<file path="src/hdl/razct_pkg.sv">
// ----------------------------------------------------------------------------
// razct_pkg
// Shared types, sizes and command codes for the range-add zero-count tree.
// ----------------------------------------------------------------------------
package razct_pkg;

    localparam int LEAVES     = 1024;
    localparam int LEAF_BITS  = $clog2(LEAVES);
    localparam int PADDED     = 1 << LEAF_BITS;
    localparam int NODE_AW    = LEAF_BITS + 1;
    localparam int NODE_SLOTS = 2 * PADDED;
    localparam int LR_W       = LEAF_BITS + 2;
    localparam int CNT_W      = LEAF_BITS + 1;
    localparam int ZC_W       = 11;
    localparam int VAL_W      = 64;

    typedef enum logic [1:0] {
        ACT_ADD   = 2'd0,
        ACT_QUERY = 2'd1,
        ACT_COUNT = 2'd2,
        ACT_NONE  = 2'd3
    } action_t;

    typedef struct packed {
        logic [1:0]         action;
        logic [10:0]        range_low;
        logic [10:0]        range_high;
        logic signed [31:0] add_value;
        logic [9:0]         query_index;
    } req_t;

    typedef struct packed {
        logic signed [63:0] leaf_value;
        logic [10:0]        zero_count;
        logic               result_kind;
    } rsp_t;

    typedef enum logic [4:0] {
        UOP_IDLE,
        UOP_LOAD,
        UOP_CLR,
        UOP_ADD_RD_L,
        UOP_ADD_WR_L,
        UOP_ADD_RD_R,
        UOP_ADD_WR_R,
        UOP_ADD_SHIFT,
        UOP_Q_RD,
        UOP_Q_ACC,
        UOP_S_RDP,
        UOP_S_RDL,
        UOP_S_WRL,
        UOP_S_WRR,
        UOP_C_START,
        UOP_C_RD,
        UOP_C_CHK,
        UOP_RESP
    } uop_t;

    typedef struct packed {
        uop_t uop;
    } dp_cmd_t;

    typedef struct packed {
        logic [1:0] kind;
        logic       span_empty;
        logic       q_out;
        logic       l_lt_r;
        logic       l_odd;
        logic       r_odd;
        logic       q_done;
        logic       sweep_last;
        logic       count_done;
        logic       clr_last;
    } dp_status_t;

endpackage

</file>
<file path="src/hdl/razct_ctrl.sv">
// ----------------------------------------------------------------------------
// razct_ctrl
// Sequencer: walks each request through the datapath one step at a time.
// ----------------------------------------------------------------------------
module razct_ctrl
    import razct_pkg::*;
(
    input  logic       clk,
    input  logic       rst_n,
    input  logic       req_valid,
    output logic       req_stall,
    output logic       rsp_valid,
    input  logic       rsp_stall,
    output dp_cmd_t    cmd,
    input  dp_status_t status
);

    typedef enum logic [19:0] {
        ST_INIT     = 20'h00001,
        ST_IDLE     = 20'h00002,
        ST_DISPATCH = 20'h00004,
        ST_A_CHK    = 20'h00008,
        ST_A_RDL    = 20'h00010,
        ST_A_WRL    = 20'h00020,
        ST_A_RCHK   = 20'h00040,
        ST_A_RDR    = 20'h00080,
        ST_A_WRR    = 20'h00100,
        ST_A_SHIFT  = 20'h00200,
        ST_Q_RD     = 20'h00400,
        ST_Q_ACC    = 20'h00800,
        ST_S_RDP    = 20'h01000,
        ST_S_RDL    = 20'h02000,
        ST_S_WRL    = 20'h04000,
        ST_S_WRR    = 20'h08000,
        ST_C_START  = 20'h10000,
        ST_C_RD     = 20'h20000,
        ST_C_CHK    = 20'h40000,
        ST_RESP     = 20'h80000
    } state_t;

    state_t state_reg, state_next;
    logic   rsp_valid_reg, rsp_valid_next;
    uop_t   uop;

    always_comb
    begin
        state_next = state_reg;
        uop        = UOP_IDLE;
        unique case (state_reg)
            ST_INIT:
            begin
                uop = UOP_CLR;
                if (status.clr_last)
                begin
                    state_next = ST_IDLE;
                end
            end
            ST_IDLE:
            begin
                if (req_valid)
                begin
                    uop        = UOP_LOAD;
                    state_next = ST_DISPATCH;
                end
            end
            ST_DISPATCH:
            begin
                case (status.kind)
                    ACT_ADD:   state_next = status.span_empty ? ST_IDLE : ST_A_CHK;
                    ACT_QUERY: state_next = status.q_out ? ST_RESP : ST_Q_RD;
                    ACT_COUNT: state_next = ST_S_RDP;
                    default:   state_next = ST_IDLE;
                endcase
            end
            ST_A_CHK:
            begin
                if (!status.l_lt_r)
                begin
                    state_next = ST_IDLE;
                end
                else if (status.l_odd)
                begin
                    state_next = ST_A_RDL;
                end
                else if (status.r_odd)
                begin
                    state_next = ST_A_RDR;
                end
                else
                begin
                    state_next = ST_A_SHIFT;
                end
            end
            ST_A_RDL:
            begin
                uop        = UOP_ADD_RD_L;
                state_next = ST_A_WRL;
            end
            ST_A_WRL:
            begin
                uop        = UOP_ADD_WR_L;
                state_next = ST_A_RCHK;
            end
            ST_A_RCHK:
            begin
                state_next = status.r_odd ? ST_A_RDR : ST_A_SHIFT;
            end
            ST_A_RDR:
            begin
                uop        = UOP_ADD_RD_R;
                state_next = ST_A_WRR;
            end
            ST_A_WRR:
            begin
                uop        = UOP_ADD_WR_R;
                state_next = ST_A_SHIFT;
            end
            ST_A_SHIFT:
            begin
                uop        = UOP_ADD_SHIFT;
                state_next = ST_A_CHK;
            end
            ST_Q_RD:
            begin
                uop        = UOP_Q_RD;
                state_next = ST_Q_ACC;
            end
            ST_Q_ACC:
            begin
                uop        = UOP_Q_ACC;
                state_next = status.q_done ? ST_RESP : ST_Q_RD;
            end
            ST_S_RDP:
            begin
                uop        = UOP_S_RDP;
                state_next = ST_S_RDL;
            end
            ST_S_RDL:
            begin
                uop        = UOP_S_RDL;
                state_next = ST_S_WRL;
            end
            ST_S_WRL:
            begin
                uop        = UOP_S_WRL;
                state_next = ST_S_WRR;
            end
            ST_S_WRR:
            begin
                uop        = UOP_S_WRR;
                state_next = status.sweep_last ? ST_C_START : ST_S_RDP;
            end
            ST_C_START:
            begin
                uop        = UOP_C_START;
                state_next = ST_C_CHK;
            end
            ST_C_RD:
            begin
                uop        = UOP_C_RD;
                state_next = ST_C_CHK;
            end
            ST_C_CHK:
            begin
                if (state_reg == ST_C_CHK && status.count_done)
                begin
                    state_next = ST_RESP;
                end
                else
                begin
                    state_next = ST_C_RD;
                end
                uop = UOP_C_CHK;
            end
            ST_RESP:
            begin
                if (!rsp_valid_reg || !rsp_stall)
                begin
                    uop        = UOP_RESP;
                    state_next = ST_IDLE;
                end
            end
            default:
            begin
                state_next = ST_IDLE;
            end
        endcase
    end

    always_comb
    begin
        if (uop == UOP_RESP)
        begin
            rsp_valid_next = 1'b1;
        end
        else if (!rsp_stall)
        begin
            rsp_valid_next = 1'b0;
        end
        else
        begin
            rsp_valid_next = rsp_valid_reg;
        end
    end

    always_ff @(posedge clk or negedge rst_n)
    begin
        if (!rst_n)
        begin
            state_reg     <= ST_INIT;
            rsp_valid_reg <= 1'b0;
        end
        else
        begin
            state_reg     <= state_next;
            rsp_valid_reg <= rsp_valid_next;
        end
    end

    assign cmd.uop   = uop;
    assign req_stall = (state_reg != ST_IDLE);
    assign rsp_valid = rsp_valid_reg;

endmodule

</file>
<file path="config.mk">
export PLATFORM = sky130hd
export DESIGN_NAME = razct_ctrl
export DESIGN_NICKNAME = d
export VERILOG_FILES = /design/src/hdl/razct_pkg.sv /design/src/hdl/razct_ctrl.sv
export SDC_FILE = /design/constraint.sdc
export NUM_CORES = 1
export LEC_CHECK = 0
export ABC_CLOCK_PERIOD_IN_PS = 1900
export BUFFER_PORTS_ARGS = -buffer_cell sky130_fd_sc_hd__buf_2
export CAP_MARGIN = 20
export CORE_UTILIZATION = 45
export DETAILED_ROUTE_END_ITERATION = 8
export GPL_ROUTABILITY_DRIVEN = 0
export HOLD_SLACK_MARGIN = 0.08
export PLACE_DENSITY = 0.73
export SLEW_MARGIN = 30
export SYNTH_ARGS = -nofsm -noshare
export SYNTH_HDL_FRONTEND = slang
export SYNTH_SLANG_ARGS = --single-unit
</file>
<file path="constraint.sdc">
create_clock -name clk -period 1.9 [get_ports clk]
set_input_delay 0.19 -clock clk [delete_from_list [all_inputs] [get_ports clk]]
set_output_delay 0.19 -clock clk [all_outputs]
set_load 0.01 [all_outputs]
</file>
==> impl_metrics.json <==
{
  "setup_viol": 17,
  "ys_ff_latch": 21,
  "avgSynthCellArea_um2": 9.770,
  "internal-power_mw": 1.103,
  "rsz0062_at_grt": "true",
  "power.switching_uw": 667.5,
  "largest_reg_flops": 20,
  "synth-seq-area-share": 0.3824,
  "cts_max_level": 1,
  "clockPowerShare": 0.130,
  "status": "finished with violations",
  "core_mm2": 0.002829,
  "synth_cells": 141,
  "instances_no_fill": 258,
  "die_area_mm2": 0.003287,
  "power_leakage_nw": 1.070,
  "ios": 22,
  "drc": 2,
  "ys_warn_count": 0,
  "synth_fp_nets": 156,
  "max_slew.worst_pin.slew_ns": 0.4785,
  "critPathRequiredTime_ns": 1.71,
  "p_seq_frac": 0.280,
  "ir_worst_vdd_mv": 0.6416,
  "synthArstFlopShare": 1.000,
  "hold-path-endpoint": "state_reg[4]",
  "holdCritPathClass": "primary input to flip-flop",
  "vias_per_cell": 6.016,
  "numCtsBuffers": 3,
  "grtUsageTotal": 0.2991,
  "antenna_found_initial": 0,
  "die_height_um": 57.33,
  "die_w_um": 57.33,
  "min_period_over_period": 1.334,
  "grt_max_degree": 22,
  "portBuffers": 21,
  "drtAntennaViolNets": 0,
  "max_cap_viol_count": 0,
  "maxSlewHeadroom": 0.6810,
  "stdcell_area_mm2": 0.002166,
  "whs_path_depth": 3,
  "final.min_clock_period_ns": 2.534,
  "total_power_mw": 1.771,
  "diodes": 0,
  "area_growth_pct": 57.22,
  "synth_area_mm2": 0.001378,
  "final_common_cell": "buf_4",
  "dp_slack_ns": -0.2664,
  "drt-initial-drc-count": 71,
  "path_max_fanout": 4,
  "worst_hold_slack_ns": 0.07982,
  "pwr-share-comb": 0.590,
  "clock_latency_ns": 0.32,
  "synth_edf_count": 0,
  "hp-start": "status[5]",
  "violations": "DRC, setup timing",
  "start_kind": "flip-flop",
  "dp.cells": 239,
  "synth_flop_cell": "dfrtp_1",
  "setup_slack_ns": -0.6344,
  "tritoncts": "done",
  "grt_pass1_wl_mm": 7.341,
  "post_drt_wl_per_cell_um": 17.81,
  "rr_worst_depth": 9,
  "grt_pass1_vias": 1642,
  "final_nets": 243,
  "power_density_mw_per_mm2": 817.7,
  "fmax_ghz": 0.3946,
  "root_buffer": "clkbuf_4",
  "finClkSkew_ns": 0.01024,
  "placed_cell_area_mm2": 0.001881,
  "endpoint_kind": "output pin",
  "routed_wl_mm": 4.595,
  "rows": 19,
  "layout_common_cells": "buf_4, buf_2, dfrtp_1",
  "crit_type": "flip-flop to output pin",
  "first_pass_iters": 7,
  "finalHoldViolCount": 0,
  "clk_pin_slew_ns": 0.12,
  "initial_core_util": 0.4870,
  "cts_sinks": 21,
  "drive_gt1_frac": 0.5066,
  "sw_frac_of_total": 0.3769,
  "grt_overflow_total": 0,
  "r2r-start": "state_reg[10]",
  "ys_types": 49,
  "slew_viol_final": 0,
  "worst_ep_arrival_time_ns": 2.34,
  "hpwl_mm": 3.073,
  "rr_endpoint": "state_reg[1]",
  "cts_buffer_depth": 2,
  "reg2reg_slack_ns": -0.33,
  "via_count": 1552
}
==> final cells by class <==
type | instances | area (um2)
Clock buffer | 3 | 22.52
Clock inverter | 1 | 5.005
Fill cell | 188 | 663.1
Inverter | 5 | 18.77
Multi-Input combinational cell | 113 | 935.9
Sequential cell | 21 | 530.5
Tap cell | 31 | 38.79
Timing Repair Buffer | 84 | 614.3
==> cells by family (layout without fill, tap and decap cells) <==
group,count (synthesis),in the layout,synth area share
compound gates,22,22,0.1136
xor+xnor,8,8,0.05086
buf+inv,7,93,0.02543
flops,21,21,0.3824
simple gates,83,83,0.4278
==> metal layers <==
metal	wire, um	vias to the layer above	GRT usage
met5	0	-	0
met4	268	0	0.1847
met3	257	33	0.06803
met2	2271	72	0.5042
met1	1798	741	0.3450
li1	-	706	-
==> worst max-delay path: stages, from the launching register on <==
cell      delay, ns
dfrtp_1        0.43
nor4_1         0.33
buf_4          0.18
nand4_2        0.15
buf_4          0.19
or4_4          0.51
nand4b_1       0.11
buf_2          0.13
==> cell usage after synthesis (2+ instances only) <==
cell	n	area share
nor4_1	5	0.023
nor3_1	5	0.018
nor2_1	13	0.035
nor2b_1	3	0.014
o21ai_0	4	0.015
dfrtp_1	20	0.36
xor2_1	5	0.032
o32ai_1	2	0.013
xnor2_1	3	0.019
nand3_1	6	0.022
nor4_2	5	0.045
a21oi_1	4	0.015
nor4b_1	2	0.013
nand3b_1	2	0.011
nand4_1	2	0.0091
nand2_1	7	0.019
nand4b_1	3	0.019
and3_1	2	0.0091
a2bb2oi_1	2	0.013
nor3b_1	6	0.033
nand2b_1	5	0.023
nor3b_2	2	0.018
inv_1	5	0.014
and2_1	3	0.014
==> stage by stage <==
step | utilization | TNS (ns)
detailed placement | 0.6648 | -1.651
CTS | 0.7333 | -4.430
global route | 0.7656 | -6.277
floorplan | - | -0.1761
finish | 0.7656 | -4.698
global placement | 0.6648 | -1.095
==> power groups by stage <==
stage	Clock [mW]	Sequential, mW	Combinational (mW)
3_5_place_dp	0	0.503	0.830
4_1_cts	0.230	0.495	0.914
3_3_place_gp	0	0.503	0.800
2_1_floorplan	0	0.518	0.414
6_report	0.231	0.496	1.04
5_1_grt	0.252	0.499	1.11
==> how the worst max path moves through the flow <==
stage | start | endpoint | depth (start not counted)
after floorplan | state_reg[11] | cmd[2] | 5
after global routing | state_reg[10] | cmd[0] | 7
after CTS | state_reg[11] | cmd[1] | 7
final | state_reg[8] | cmd[1] | 7
after global placement | state_reg[11] | cmd[0] | 7
after detailed placement | state_reg[11] | cmd[0] | 7
==> repair_timing <==
item / 4_1_cts / 5_1_grt
pin swaps: 5 / 15
buffers inserted: 8 / 5
resized for setup: 10 / 18
endpoints found under the setup margin: 17 / 18
hold buffers: 7 / 0
hold endpoints to repair: 25 / 0
Note: power is estimated with default switching activity, not from simulation.
